<file path="src/hw/rtl/wsd_pkg.sv">
// Shared types, codes and helpers for the WebSocket frame deframer.
// Used by the frame parser and the top level; no dependencies.
`timescale 1ns / 1ps
package wsd_pkg;

	localparam int LENGTH_BITS_DEF = 32;
	localparam int MAX_LEN_W = 32;
	localparam logic [MAX_LEN_W-1:0] MAX_LEN_RESET = 32'd65536;

	localparam logic [3:0] PH_HDR0    = 4'd0;
	localparam logic [3:0] PH_HDR1    = 4'd1;
	localparam logic [3:0] PH_EXT     = 4'd2;
	localparam logic [3:0] PH_MASK    = 4'd3;
	localparam logic [3:0] PH_PAYLOAD = 4'd4;

	localparam logic [2:0] ST_TEXT     = 3'd0;
	localparam logic [2:0] ST_CLOSE    = 3'd1;
	localparam logic [2:0] ST_PING     = 3'd2;
	localparam logic [2:0] ST_PONG     = 3'd3;
	localparam logic [2:0] ST_BINARY   = 3'd4;
	localparam logic [2:0] ST_UNKNOWN  = 3'd5;
	localparam logic [2:0] ST_UNMASKED = 3'd6;
	localparam logic [2:0] ST_TOOLONG  = 3'd7;

	localparam logic [3:0] OP_TEXT   = 4'h1;
	localparam logic [3:0] OP_BINARY = 4'h2;
	localparam logic [3:0] OP_CLOSE  = 4'h8;
	localparam logic [3:0] OP_PING   = 4'h9;
	localparam logic [3:0] OP_PONG   = 4'hA;

	localparam logic [6:0] LEN7_EXT16 = 7'd126;
	localparam logic [6:0] LEN7_EXT64 = 7'd127;
	localparam logic [3:0] EXT16_BYTES = 4'd2;
	localparam logic [3:0] EXT64_BYTES = 4'd8;
	localparam logic [3:0] KEY_BYTES   = 4'd4;

	typedef struct packed {
		logic [7:0] payload_byte;
		logic       payload_valid;
		logic       message_end;
		logic [2:0] status;
		logic [3:0] message_opcode;
	} wsd_result_t;

	function automatic logic [2:0] classify(input logic [3:0] op);
		logic [2:0] st;
		case (op)
			OP_TEXT:   st = ST_TEXT;
			OP_BINARY: st = ST_BINARY;
			OP_CLOSE:  st = ST_CLOSE;
			OP_PING:   st = ST_PING;
			OP_PONG:   st = ST_PONG;
			default:   st = ST_UNKNOWN;
		endcase
		return st;
	endfunction

endpackage

</file>
<file path="src/hw/rtl/wsd_if.sv">
// Valid/ready channel interfaces of the WebSocket frame deframer.
// One carries stream bytes, the other result beats; no dependencies.
`timescale 1ns / 1ps
interface wsd_byte_if;
	logic       valid;
	logic       ready;
	logic [7:0] data_byte;

	modport source (output valid, output data_byte, input ready);
	modport sink (input valid, input data_byte, output ready);
endinterface

interface wsd_result_if;
	logic       valid;
	logic       ready;
	logic [7:0] payload_byte;
	logic       payload_valid;
	logic       message_end;
	logic [2:0] status;
	logic [3:0] message_opcode;

	modport source (output valid, output payload_byte, output payload_valid,
		output message_end, output status, output message_opcode, input ready);
	modport sink (input valid, input payload_byte, input payload_valid,
		input message_end, input status, input message_opcode, output ready);
endinterface

</file>
<file path="src/hw/rtl/websocket_frame_deframer.sv">
// Top level of the WebSocket frame deframer: input register, parser, result register.
// Depends on wsd_pkg, wsd_if (wsd_byte_if, wsd_result_if) and wsd_parser.
//
// The stream channel takes one client-to-server byte per beat. The result channel
// gives a beat for every payload byte, unmasked with its frame's own key, and for
// every message end or error; header bytes give no beat unless they end a message.
// The cfg_wr_en/cfg_wr_data port writes the message length limit (reset 65536).
// A byte accepted from the stream sits in the input register until the parser takes
// it; its result is then registered and offered from the result register.
// Throughput is one byte per cycle while the receiver takes every beat: the parser state updates on each step.
// When the receiver stalls, the result register holds its beat and the input
// register still takes one more byte; after that the stream is held off.
// Reset clears the parser to await a first header byte and empties both registers.
// After any status other than text the block swallows all bytes until reset.
`timescale 1ns / 1ps
module websocket_frame_deframer import wsd_pkg::*; #(
	parameter int LENGTH_BITS = LENGTH_BITS_DEF
) (
	input  logic                 clk,
	input  logic                 arst_n,
	input  logic                 cfg_wr_en,
	input  logic [MAX_LEN_W-1:0] cfg_wr_data,
	wsd_byte_if.sink             stream,
	wsd_result_if.source         result
);

	logic                 s1_valid_q;
	logic [7:0]           data_s1;
	logic                 out_valid_q;
	wsd_result_t          out_q;
	logic [MAX_LEN_W-1:0] max_len_q;
	logic                 advance;
	logic                 res_valid;
	wsd_result_t          res;

	assign advance = s1_valid_q && (!out_valid_q || result.ready);
	assign stream.ready = !s1_valid_q || advance;

	wsd_parser #(.LENGTH_BITS(LENGTH_BITS)) u_parser (
		.clk       (clk),
		.arst_n    (arst_n),
		.step      (advance),
		.data_byte (data_s1),
		.max_len   (max_len_q),
		.res_valid (res_valid),
		.res       (res)
	);

	always_ff @(posedge clk or negedge arst_n) begin
		if (!arst_n) begin
			s1_valid_q  <= 1'b0;
			out_valid_q <= 1'b0;
			max_len_q   <= MAX_LEN_RESET;
		end else begin
			if (stream.valid && stream.ready) begin
				s1_valid_q <= 1'b1;
			end else if (advance) begin
				s1_valid_q <= 1'b0;
			end
			if (advance && res_valid) begin
				out_valid_q <= 1'b1;
			end else if (result.ready) begin
				out_valid_q <= 1'b0;
			end
			if (cfg_wr_en) begin
				max_len_q <= cfg_wr_data;
			end
		end
	end

	always_ff @(posedge clk) begin
		if (stream.valid && stream.ready) begin
			data_s1 <= stream.data_byte;
		end
		if (advance && res_valid) begin
			out_q <= res;
		end
	end

	assign result.valid          = out_valid_q;
	assign result.payload_byte   = out_q.payload_byte;
	assign result.payload_valid  = out_q.payload_valid;
	assign result.message_end    = out_q.message_end;
	assign result.status         = out_q.status;
	assign result.message_opcode = out_q.message_opcode;

	a_ready_when_free: assert property (@(posedge clk) disable iff (!arst_n)
		(!s1_valid_q || !out_valid_q) |-> stream.ready)
		else $error("stream held off with a free register");
	a_idle_byte_zero: assert property (@(posedge clk) disable iff (!arst_n)
		(result.valid && !result.payload_valid) |-> (result.payload_byte == 8'd0))
		else $error("payload byte set on a beat without payload");
	a_status_only_at_end: assert property (@(posedge clk) disable iff (!arst_n)
		(result.valid && !result.message_end) |-> (result.status == ST_TEXT))
		else $error("status given before message end");
	a_error_no_payload: assert property (@(posedge clk) disable iff (!arst_n)
		(result.valid && (result.status == ST_UNMASKED || result.status == ST_TOOLONG))
		|-> (result.message_end && !result.payload_valid))
		else $error("error beat carries payload");

endmodule

</file>
<file path="src/hw/rtl/wsd_parser.sv">
// Frame parser state and next-state logic: headers, lengths, key, unmasking.
// Processes one byte per step strobe; depends on wsd_pkg.
`timescale 1ns / 1ps
module wsd_parser import wsd_pkg::*; #(
	parameter int LENGTH_BITS = LENGTH_BITS_DEF
) (
	input  logic                 clk,
	input  logic                 arst_n,
	input  logic                 step,
	input  logic [7:0]           data_byte,
	input  logic [MAX_LEN_W-1:0] max_len,
	output logic                 res_valid,
	output wsd_result_t          res
);

	localparam int WW = (LENGTH_BITS > MAX_LEN_W) ? LENGTH_BITS : MAX_LEN_W;

	logic [3:0]             phase_q, phase_n;
	logic [3:0]             first_op_q, first_op_n;
	logic                   fin_q, fin_n;
	logic [LENGTH_BITS-1:0] ext_q, ext_n;
	logic                   ext_big_q, ext_big_n;
	logic [3:0]             hdr_left_q, hdr_left_n;
	logic [31:0]            key_q, key_n;
	logic [1:0]             midx_q, midx_n;
	logic [LENGTH_BITS-1:0] frame_left_q, frame_left_n;
	logic [LENGTH_BITS-1:0] total_q, total_n;
	logic                   halted_q, halted_n;
	logic                   open_q, open_n;

	logic [WW-1:0]          max_w, cap_w;
	logic [LENGTH_BITS-1:0] lim, room, len_sel, ext_shift;
	logic                   big_sel, too_long;
	logic [7:0]             key_byte, plain;
	logic [2:0]             fin_status;

	assign max_w = WW'(max_len);
	assign cap_w = WW'({LENGTH_BITS{1'b1}});
	assign lim = LENGTH_BITS'((max_w > cap_w) ? cap_w : max_w);

	assign ext_shift = {ext_q[LENGTH_BITS-9:0], data_byte};
	assign len_sel = (phase_q == PH_HDR1) ? LENGTH_BITS'(data_byte[6:0]) : ext_shift;
	assign big_sel = (phase_q == PH_EXT) && (ext_big_q || (|ext_q[LENGTH_BITS-1 -: 8]));
	assign room = lim - total_q;
	assign too_long = big_sel || (total_q > lim) || (len_sel > room);

	assign key_byte = key_q[{~midx_q, 3'b000} +: 8];
	assign plain = data_byte ^ key_byte;
	assign fin_status = classify(first_op_q);

	always_comb begin
		phase_n      = phase_q;
		first_op_n   = first_op_q;
		fin_n        = fin_q;
		ext_n        = ext_q;
		ext_big_n    = ext_big_q;
		hdr_left_n   = hdr_left_q;
		key_n        = key_q;
		midx_n       = midx_q;
		frame_left_n = frame_left_q;
		total_n      = total_q;
		halted_n     = halted_q;
		open_n       = open_q;
		res_valid    = 1'b0;
		res          = '{payload_byte: 8'd0, payload_valid: 1'b0, message_end: 1'b0,
			status: ST_TEXT, message_opcode: first_op_q};

		if (step && !halted_q) begin
			case (phase_q)
				PH_HDR0: begin
					fin_n = data_byte[7];
					if (!open_q) begin
						first_op_n = data_byte[3:0];
						open_n = 1'b1;
					end
					phase_n = PH_HDR1;
				end
				PH_HDR1, PH_EXT: begin
					if (phase_q == PH_HDR1 && !data_byte[7]) begin
						res_valid = 1'b1;
						res.message_end = 1'b1;
						res.status = ST_UNMASKED;
						halted_n = 1'b1;
					end else if (phase_q == PH_HDR1 &&
							(data_byte[6:0] inside {LEN7_EXT16, LEN7_EXT64})) begin
						ext_n = '0;
						ext_big_n = 1'b0;
						hdr_left_n = (data_byte[6:0] == LEN7_EXT16) ? EXT16_BYTES : EXT64_BYTES;
						phase_n = PH_EXT;
					end else if (phase_q == PH_EXT && hdr_left_q != 4'd1) begin
						ext_n = ext_shift;
						ext_big_n = big_sel;
						hdr_left_n = hdr_left_q - 4'd1;
					end else if (too_long) begin
						res_valid = 1'b1;
						res.message_end = 1'b1;
						res.status = ST_TOOLONG;
						halted_n = 1'b1;
					end else begin
						ext_n = ext_shift;
						hdr_left_n = KEY_BYTES;
						total_n = total_q + len_sel;
						frame_left_n = len_sel;
						key_n = '0;
						midx_n = 2'd0;
						phase_n = PH_MASK;
					end
				end
				PH_MASK: begin
					key_n = {key_q[23:0], data_byte};
					hdr_left_n = hdr_left_q - 4'd1;
					if (hdr_left_q == 4'd1) begin
						midx_n = 2'd0;
						if (frame_left_q != '0) begin
							phase_n = PH_PAYLOAD;
						end else if (fin_q) begin
							res_valid = 1'b1;
							res.message_end = 1'b1;
							res.status = fin_status;
							halted_n = (fin_status != ST_TEXT);
							open_n = 1'b0;
							total_n = '0;
							phase_n = PH_HDR0;
						end else begin
							phase_n = PH_HDR0;
						end
					end
				end
				PH_PAYLOAD: begin
					midx_n = midx_q + 2'd1;
					frame_left_n = frame_left_q - LENGTH_BITS'(1);
					res_valid = 1'b1;
					res.payload_byte = plain;
					res.payload_valid = 1'b1;
					if (frame_left_q == LENGTH_BITS'(1)) begin
						phase_n = PH_HDR0;
						if (fin_q) begin
							res.message_end = 1'b1;
							res.status = fin_status;
							halted_n = (fin_status != ST_TEXT);
							open_n = 1'b0;
							total_n = '0;
						end
					end
				end
				default: begin
					phase_n = PH_HDR0;
				end
			endcase
		end
	end

	always_ff @(posedge clk or negedge arst_n) begin
		if (!arst_n) begin
			phase_q      <= PH_HDR0;
			first_op_q   <= 4'd0;
			fin_q        <= 1'b0;
			ext_q        <= '0;
			ext_big_q    <= 1'b0;
			hdr_left_q   <= 4'd0;
			key_q        <= '0;
			midx_q       <= 2'd0;
			frame_left_q <= '0;
			total_q      <= '0;
			halted_q     <= 1'b0;
			open_q       <= 1'b0;
		end else begin
			phase_q      <= phase_n;
			first_op_q   <= first_op_n;
			fin_q        <= fin_n;
			ext_q        <= ext_n;
			ext_big_q    <= ext_big_n;
			hdr_left_q   <= hdr_left_n;
			key_q        <= key_n;
			midx_q       <= midx_n;
			frame_left_q <= frame_left_n;
			total_q      <= total_n;
			halted_q     <= halted_n;
			open_q       <= open_n;
		end
	end

	a_total_bounded: assert property (@(posedge clk) disable iff (!arst_n)
		(phase_q == PH_PAYLOAD) |-> (frame_left_q != '0))
		else $error("payload phase entered with no bytes left");
	a_halt_sticky: assert property (@(posedge clk) disable iff (!arst_n)
		halted_q |=> halted_q)
		else $error("halt released without reset");
	a_halt_has_result: assert property (@(posedge clk) disable iff (!arst_n)
		(!halted_q && halted_n) |-> (res_valid && res.message_end))
		else $error("halt without an ending result");

endmodule
</file>
<file path="src/flat_wrapper.sv">
// flat-port wrapper written by rule: the top's interface ports become plain ports
module websocket_frame_deframer_flat import wsd_pkg::*;
#(
	parameter int LENGTH_BITS = LENGTH_BITS_DEF
)
  (clk, arst_n, cfg_wr_en, cfg_wr_data, stream_valid, stream_data_byte, stream_ready, result_valid, result_payload_byte, result_payload_valid, result_message_end, result_status, result_message_opcode, result_ready);
  wsd_byte_if stream_i ();
  wsd_result_if result_i ();
  input  logic clk;
  input  logic arst_n;
  input  logic cfg_wr_en;
  input  logic [MAX_LEN_W-1:0] cfg_wr_data;
  input wire logic [$bits(stream_i.valid)-1:0] stream_valid;
  input wire logic [$bits(stream_i.data_byte)-1:0] stream_data_byte;
  output wire logic [$bits(stream_i.ready)-1:0] stream_ready;
  output wire logic [$bits(result_i.valid)-1:0] result_valid;
  output wire logic [$bits(result_i.payload_byte)-1:0] result_payload_byte;
  output wire logic [$bits(result_i.payload_valid)-1:0] result_payload_valid;
  output wire logic [$bits(result_i.message_end)-1:0] result_message_end;
  output wire logic [$bits(result_i.status)-1:0] result_status;
  output wire logic [$bits(result_i.message_opcode)-1:0] result_message_opcode;
  input wire logic [$bits(result_i.ready)-1:0] result_ready;
  assign stream_i.valid = stream_valid;
  assign stream_i.data_byte = stream_data_byte;
  assign stream_ready = stream_i.ready;
  assign result_valid = result_i.valid;
  assign result_payload_byte = result_i.payload_byte;
  assign result_payload_valid = result_i.payload_valid;
  assign result_message_end = result_i.message_end;
  assign result_status = result_i.status;
  assign result_message_opcode = result_i.message_opcode;
  assign result_i.ready = result_ready;
  websocket_frame_deframer #(.LENGTH_BITS(LENGTH_BITS)) u_core (.clk(clk), .arst_n(arst_n), .cfg_wr_en(cfg_wr_en), .cfg_wr_data(cfg_wr_data), .stream(stream_i), .result(result_i));
endmodule
</file>
<file path="config.mk">
export PLATFORM = sky130hd
export DESIGN_NAME = websocket_frame_deframer_flat
export DESIGN_NICKNAME = d
export VERILOG_FILES = /design/src/hw/rtl/wsd_pkg.sv /design/src/hw/rtl/wsd_if.sv /design/src/hw/rtl/websocket_frame_deframer.sv /design/src/hw/rtl/wsd_parser.sv /design/src/flat_wrapper.sv
export SDC_FILE = /design/constraint.sdc
export NUM_CORES = 1
export LEC_CHECK = 0
export BUFFER_PORTS_ARGS = -buffer_cell sky130_fd_sc_hd__buf_2
export CORE_UTILIZATION = 40
export CTS_CLUSTER_DIAMETER = 30
export DETAILED_ROUTE_END_ITERATION = 6
export GPL_TIMING_DRIVEN = 0
export SLEW_MARGIN = 40
export SYNTH_ARGS = -nofsm -noshare
export SYNTH_HDL_FRONTEND = slang
export SYNTH_SLANG_ARGS = --single-unit
</file>
<file path="constraint.sdc">
create_clock -name clk -period 8.1 [get_ports clk]
set_clock_uncertainty 0.2 [all_clocks]
set_input_delay 0.405 -clock clk [delete_from_list [all_inputs] [get_ports clk]]
set_output_delay 0.405 -clock clk [all_outputs]
set_load 0.03 [all_outputs]
</file>
==> results of run 1 <==
==> synthesized netlist by cell type, drive strengths merged (7+ instances only) <==
library cell,count
nor3,50
nand3,33
mux4,8
ha,99
inv,106
xnor2,36
dfrtp,178
a21o,19
a211o,8
or3,12
buf,18
a2111oi,9
o21a,7
nand2b,18
clkbuf,46
and2,9
a22o,35
xor2,22
o22ai,10
nor2b,8
nand2,116
a211oi,16
mux2,43
o21bai,16
nor2,122
and3,10
o31ai,32
a21oi,93
o21ai,124
nand4,11
o211ai,10
nor4,12
edfxtp,25
mux2i,36
a31oi,9
==> area by class of cell <==
type	instances	share of cell area, %
plain buffers	64	1.67
clock buffers	69	8.88
clock inverters	35	2.68
inverters	106	2.35
multi-input cells	1098	45.3
flip-flops and latches	204	31.0
well taps	448	3.32
repair buffers	108	4.83
==> critical path: cells and delay by family (launching register included) <==
kind,cells,cell delay [ps]
DFF,1,460
AOI/OAI and AO/OA,9,3200
buffers and inverters,2,310
adders and majority gates,2,570
and+or+nand+nor,7,2290
xor gates and xnor gates,1,170
==> worst paths after layout <==
path	to	depth (start not counted)	slack [ps]
max	u_core.u_parser.frame_left_q[28]	21	810
min	u_core.max_len_q[24]	2	100
max reg2reg	u_core.u_parser.frame_left_q[28]	21	810
min reg2reg	u_core.u_parser.open_q	2	290
max in group asynchronous	u_core.max_len_q[16]	3	6810
min in group asynchronous	u_core.u_parser.key_q[26]	2	130
==> logic make-up (layout without fill, tap and decap cells) <==
logic type	count (synthesis)	after routing	share of synthesized area [%]
DFF	204	204	38.6
muxes	87	87	7.56
xor gates and xnor gates	58	58	3.75
AOI/OAI and AO/OA	432	432	20.9
and+or+nand+nor	420	420	14.7
adders and majority gates	101	101	9.44
buffers and inverters	170	382	5.01
==> registers in the layout, indices dropped and copies added (netlist names), 2 cells and up <==
signal	cells
u_core.u_parser.key_q	32
u_core.data_s1	8
u_core.result.payload_byte	8
u_core.u_parser.first_op_q	4
u_core.u_parser.phase_q	3
u_core.u_parser.ext_q	32
u_core.u_parser.hdr_left_q	4
u_core.u_parser.frame_left_q	32
u_core.result.message_opcode	4
u_core.max_len_q	32
u_core.u_parser.midx_q	2
u_core.u_parser.total_q	32
u_core.result.status	3
==> power by group <==
| part | switching, mW | internal [mW] | leakage, nW |
|---|---|---|---|
| clock | 0.693 | 1.56 | 0.954 |
| sequential | 0.0632 | 1.11 | 2.44 |
| combinational | 0.342 | 0.237 | 4.10 |
==> cell usage in the layout, fill, tap and decap left out, types with 36 or more instances in the layout <==
master,n
sky130_fd_sc_hd__clkbuf_1,53
sky130_fd_sc_hd__ha_1,99
sky130_fd_sc_hd__dfrtp_1,178
sky130_fd_sc_hd__xnor2_1,36
sky130_fd_sc_hd__nor3_1,49
sky130_fd_sc_hd__o21ai_0,122
sky130_fd_sc_hd__mux2_2,43
sky130_fd_sc_hd__dlygate4sd3_1,44
sky130_fd_sc_hd__clkbuf_16,56
sky130_fd_sc_hd__nand2_1,116
sky130_fd_sc_hd__a21oi_1,91
sky130_fd_sc_hd__buf_2,67
sky130_fd_sc_hd__nor2_1,120
sky130_fd_sc_hd__mux2i_1,36
sky130_fd_sc_hd__inv_1,106
==> per-layer routing <==
layer | track usage [%] | vias to the layer above
met5 | 0 | -
met4 | 9.70 | 0
met3 | 4.87 | 77
met2 | 37.3 | 412
met1 | 31.9 | 5752
li1 | - | 5727
==> stage by stage <==
stage / instances / utilization, % / hold slack, ps / total power, mW
floorplan: 1472 / - / -90.6 / 1.58
global placement: 1982 / 43.1 / 259 / 1.73
detailed placement: 1984 / 43.3 / 161 / 1.75
CTS: 2132 / 50.5 / 87.6 / 4.03
global route: 2132 / 50.5 / 110 / 4.17
finish: 2132 / 50.5 / 101 / 4.01
==> what timing repair did <==
item                      CTS  global route
resized for setup           0             0
hold endpoints to repair  188             0
hold buffers               44             0
==> metrics, run 1 <==
syn_nets=between 1.5k and 2k; Slowest cell on crit path=sky130_fd_sc_hd__nor4_1; Gate Count Post-Synth=1472; flip-flop and latch count after synthesis=204; area post-placement=14500 sq um; worst min path class=in -> reg; worst stage delay on the critical path=770 ps; chip width=186 um; filler instances=3084; wire length reported by the detailed router=~40000 um; WP data arrival=7600 ps; final hold violation count=0; cell-by-cell listing of the critical path=inv_1, ha_1, nor2b_1, o31a_1, o311ai_1, a21oi_1, o21ai_0, a21oi_1, a2111oi_1, o21ai_0, xnor2_1, ha_1, nand4_1, nor4_1, nand3_1, a22oi_1, and2_1, clkbuf_1, nand3_1, nor4_1, a221o_1; minimum period implied by the final worst setup slack=7290 ps; global-route wire length before repair=63200 um; Worst Setup End Kind=register; share of layout cells above drive strength 1=~15%; clock buffer depth=3; Layout Nets=1784; final global-route overflow total=0; DRT iter0 DRCs=739; number of global-route vias before repair=11.6k; VDD IR max=0.000174 V; routed metal-1 wirelength=18100 um; number of input and output port buffers inserted=just over 60; worst slew pin tran=854 ps; sum of negative setup slack=0 ps; full die area=34600 sq um; DR vias/cell=between 5 and 6; Total Routing Usage GR=23.8%; number of buffers inserted during clock tree synthesis=56; Detail Route met2 WL=18100 um; clock insertion delay at the later pin of the skew report=600 ps; launching element of the worst setup path=u_core.u_parser.total_q[1]; ANT cells=0; max-slew violation count=0; most used flip-flop cell after synthesis=sky130_fd_sc_hd__dfrtp_1; synthesized area=13500 sq um; pre-CTS setup slack=a little over 600 ps; largest net degree at the start of global routing=69; worst-path fanout max=7; number of enable-type register cells in the synthesized netlist=25; sequential share of the synthesized area=about two fifths; Tcrit/Tclk final=90.0%; source of the worst hold timing path=cfg_wr_en; antenna violations before repair=0; clock tree from TritonCTS=done; max-cap violations=0; number of vias in the routed layout=12.0k; Synth async-reset ratio=between 80% and 90%; Initial Utilization=40.5%; cell type with the largest total area after synthesis=sky130_fd_sc_hd__dfrtp_1; Reg2Reg Launch Point=u_core.u_parser.total_q[1]; required time of the critical path=8420 ps; yosys synthesis warning count=0; fin area=~17000 sq um; count of antenna-violating nets left after detailed routing=0; Clock Sinks=just over 200; final count of negative-setup-slack endpoints=0; global placement routability congestion=0.905; Setup CP Type=reg -> reg; Static Leakage=7.50 nW; Top-Level Pins=64; maximum clock frequency=0.137 GHz; largest cells by area after synthesis=sky130_fd_sc_hd__dfrtp_1 (33%), sky130_fd_sc_hd__ha_1 (9.1%), sky130_fd_sc_hd__edfxtp_1 (5.5%), sky130_fd_sc_hd__o21ai_0 (4.5%), sky130_fd_sc_hd__mux2_2 (3.6%); area share of the largest cell type after synthesis=32.9%; power per cell area=237 nW/um^2; sequential standard cell area=about 5200 sq um; RSZ-0062 raised after global routing=no; height of the chip=between 150 and 200 um; Routed WL per cell=18.8 um; Core Rows=67; total setup buffers inserted after CTS=0; Top Metal Used=met4; Floorplan Core Area=33400 sq um; Max H-tree Level=2; Critical Path Start Type=register; CTS clock-pin slew for the worst setup and hold paths=40 ps; final worst-path setup slack=812 ps; total area of multi-input combinational cells=7660 sq um; area delta synth->final=24.8%; Avg Cell Area, Syn=9.20 sq um; first drt pass iteration count=5; post-synth cell types=78; met3 routed wirelength=2710 um; Root Buffer Master=sky130_fd_sc_hd__clkbuf_16; status=completed; post-detailed-route DRC marker count=0; post-detail-place hpwl=28500 um; worst slew margin relative to its limit=roughly 43%
No activity file was read; power rests on OpenSTA's default activity.
==> run 2, diff against run 1 <==
==> constraint.sdc (replaced) <==
create_clock -name clk -period 6.3 [get_ports clk]
set_clock_uncertainty 0.2 [all_clocks]
set_input_delay 0.315 -clock clk [delete_from_list [all_inputs] [get_ports clk]]
set_output_delay 0.315 -clock clk [all_outputs]
set_load 0.03 [all_outputs]
==> run 2 against run 1 <==
Compared with the run above:
- count of clock-buffer cells in the layout is the same
- design area is 1.0% higher
- global-route usage rose by 0.16 points
- non-clock buffer count up 3
- die area did not move
- hold slack got worse by 78 ps
- critical path depth is the same
- via count grew 0.56%
- clock power grew 29%
==> metrics, run 2 (synthesis gave the netlist of run 1 again) <==
status=completed; max-slew violation count=0; largest net degree at the start of global routing=between 60 and 70; final worst-path setup slack=384 ps; global-route wire length before repair=63700 um; clock tree from TritonCTS=done; Routed WL per cell=between 15 and 20 um; Reg2Reg Launch Point=u_core.u_parser.total_q[0]; Root Buffer Master=sky130_fd_sc_hd__clkbuf_16; RR Endpoint=u_core.u_parser.total_q[28]; Clock Sinks=204; cell-by-cell listing of the critical path=ha_1, fa_1, nor2b_1, o31ai_2, a21oi_2, a2111oi_2, nor3_2, o211ai_1, and3_1, o311ai_0, ha_1, nand4_1, a21oi_1, nor3_1, nand2_1, a22oi_2, buf_4, a41oi_2, buf_2, or3_1, mux2_2; minimum period implied by the final worst setup slack=5920 ps; first drt pass iteration count=5; Critical Path Start Type=register; clock insertion delay at the later pin of the skew report=around 600 ps; Worst Reg-to-Reg Cells=21; number of vias in the routed layout=12.0k; post-detail-place hpwl=28500 um; Initial Utilization=slightly above 40%; max-cap violations=0; Tcrit/Tclk final=93.9%; Layout Nets=about 1.8k; overall power of the completed layout=5.18 mW; WP data arrival=6180 ps; clock buffer depth=3; CTS clock-pin slew for the worst setup and hold paths=roughly 40 ps; worst hold path depth=2; worst min path class=in -> reg; final hold violation count=0; Worst Setup End Kind=register; register-to-register path setup slack=380 ps; maximum clock frequency=around 0.17 GHz; full die area=approximately 35000 sq um; Total Routing Usage GR=23.9%; Top-Level Pins=64; number of global-route vias before repair=11.7k; RSZ-0062 raised after global routing=no; worst-path fanout max=10; Core Rows=67; wire length reported by the detailed router=40300 um; Slowest cell on crit path=sky130_fd_sc_hd__or3_1; DR vias/cell=5.64; VDD IR max=approximately 0.00023 V; final global-route overflow total=0; Max H-tree Level=2; ANT cells=0; global placement routability congestion=between 0.9 and 1; share of layout cells above drive strength 1=between 10% and 20%; area delta synth->final=26.1%; most common cell after layout, fill and taps aside=sky130_fd_sc_hd__dfrtp_1; antenna violations before repair=0; worst slew margin relative to its limit=a little over two fifths; DRT iter0 DRCs=about 760; Floorplan Core Area=33400 sq um; required time of the critical path=about 6600 ps; pre-CTS setup slack=-1190 ps; height of the chip=186 um; area post-placement=14500 sq um; commonest non-fill, non-tap cells in the layout=sky130_fd_sc_hd__dfrtp_1 (178), sky130_fd_sc_hd__o21ai_0 (120), sky130_fd_sc_hd__nor2_1 (119); number of input and output port buffers inserted=a little over 60; worst stage delay on the critical path=~480 ps; worst slew pin tran=839 ps; final count of negative-setup-slack endpoints=0; post-detailed-route DRC marker count=0; source of the worst hold timing path=cfg_wr_en; Static Leakage=7.55 nW; number of buffers inserted during clock tree synthesis=56; endpoint with the worst hold slack=u_core.max_len_q[23]; count of antenna-violating nets left after detailed routing=0; Setup CP Type=reg -> reg; chip width=186 um; most frequent CP cell=sky130_fd_sc_hd__ha_1; power per cell area=303 nW/um^2; fin area=approximately 17000 sq um
run 2: cell types whose count changed in the layout (fill, tap and decap cells not counted), moves of 2 or more:
cell                            before  now
sky130_fd_sc_hd__clkbuf_1           53   49
sky130_fd_sc_hd__a21oi_1            91   88
sky130_fd_sc_hd__dlygate4sd3_1      44   47
sky130_fd_sc_hd__a2111oi_1           2    0
sky130_fd_sc_hd__a21oi_2             2    4
sky130_fd_sc_hd__clkbuf_2            1    3
sky130_fd_sc_hd__clkbuf_4            0    2
sky130_fd_sc_hd__nor4_1             11    9
sky130_fd_sc_hd__nor4_4              1    3
sky130_fd_sc_hd__o21ai_0           122  120
sky130_fd_sc_hd__o21ai_1             1    3
run 2: how the worst max path moves through the flow:
| stage | startpoint | cells after the start | to | slack (ps) |
|---|---|---|---|---|
| 2_1_floorplan | u_core.u_parser.total_q[1] | 22 | u_core.result.message_end | 290 |
| 3_3_place_gp | u_core.u_parser.total_q[1] | 22 | u_core.result.payload_byte[3] | -1620 |
| 3_5_place_dp | u_core.u_parser.total_q[1] | 21 | u_core.u_parser.frame_left_q[28] | -1190 |
| 4_1_cts | u_core.u_parser.total_q[1] | 23 | u_core.u_parser.frame_left_q[19] | 50 |
| 5_1_grt | u_core.u_parser.total_q[0] | 21 | u_core.u_parser.total_q[28] | 40 |
| 6_report | u_core.u_parser.total_q[0] | 21 | u_core.u_parser.total_q[28] | 380 |
run 2: critical path: cells and delay by family, from the launching register on:
| kind | cells | cell delay (ps) |
|---|---|---|
| buf+inv | 2 | 450 |
| flops | 1 | 410 |
| compound gates | 8 | 1660 |
| fa+ha+maj | 3 | 1010 |
| mux | 1 | 310 |
| simple gates | 7 | 1760 |
run 2: routing by layer:
layer	global-route usage (%)	share of wire (%)	vias up	wire (um)
li1	-	-	5727	-
met3	4.68	6.7	79	2720
met1	32.2	45	5828	18100
met4	9.48	2.9	0	1180
met2	37.8	45	401	18300
met5	0	0	-	0
run 2: what timing repair did:
item,CTS,global route
endpoints found under the setup margin,160,131
endpoints found under the hold margin,220,0
buffers inserted,0,1
hold buffers,47,0
pin swaps,0,2
resized for setup,20,14
run 2: layout make-up:
cell class              instances  area [sq um]
inverters                     106           398
clock inverters                35           453
clock buffers                  69          1500
repair buffers                112           853
flip-flops and latches        204          5230
plain buffers                  63           288
well taps                     448           561
fillers                      3063         16400
multi-input cells            1098          7790
run 2: per-stage QoR:
stage / util [%] / std cells / hold slack (ps) / setup TNS [ps]
after floorplan: - / 1472 / -181 / 0
after global placement: 43.1 / 1982 / 259 / -172170
after detailed placement: 43.3 / 1984 / 71.0 / -138000
after CTS: 50.9 / 2135 / 9.01 / 0
after global routing: 51.1 / 2135 / 27.8 / 0
final: 51.1 / 2135 / 23.0 / 0
run 2: report_power, final:
group	internal [mW]	switching (mW)
Sequential	1.43	0.0815
Combinational	0.315	0.453
Clock	2.01	0.890
Total	3.75	1.42
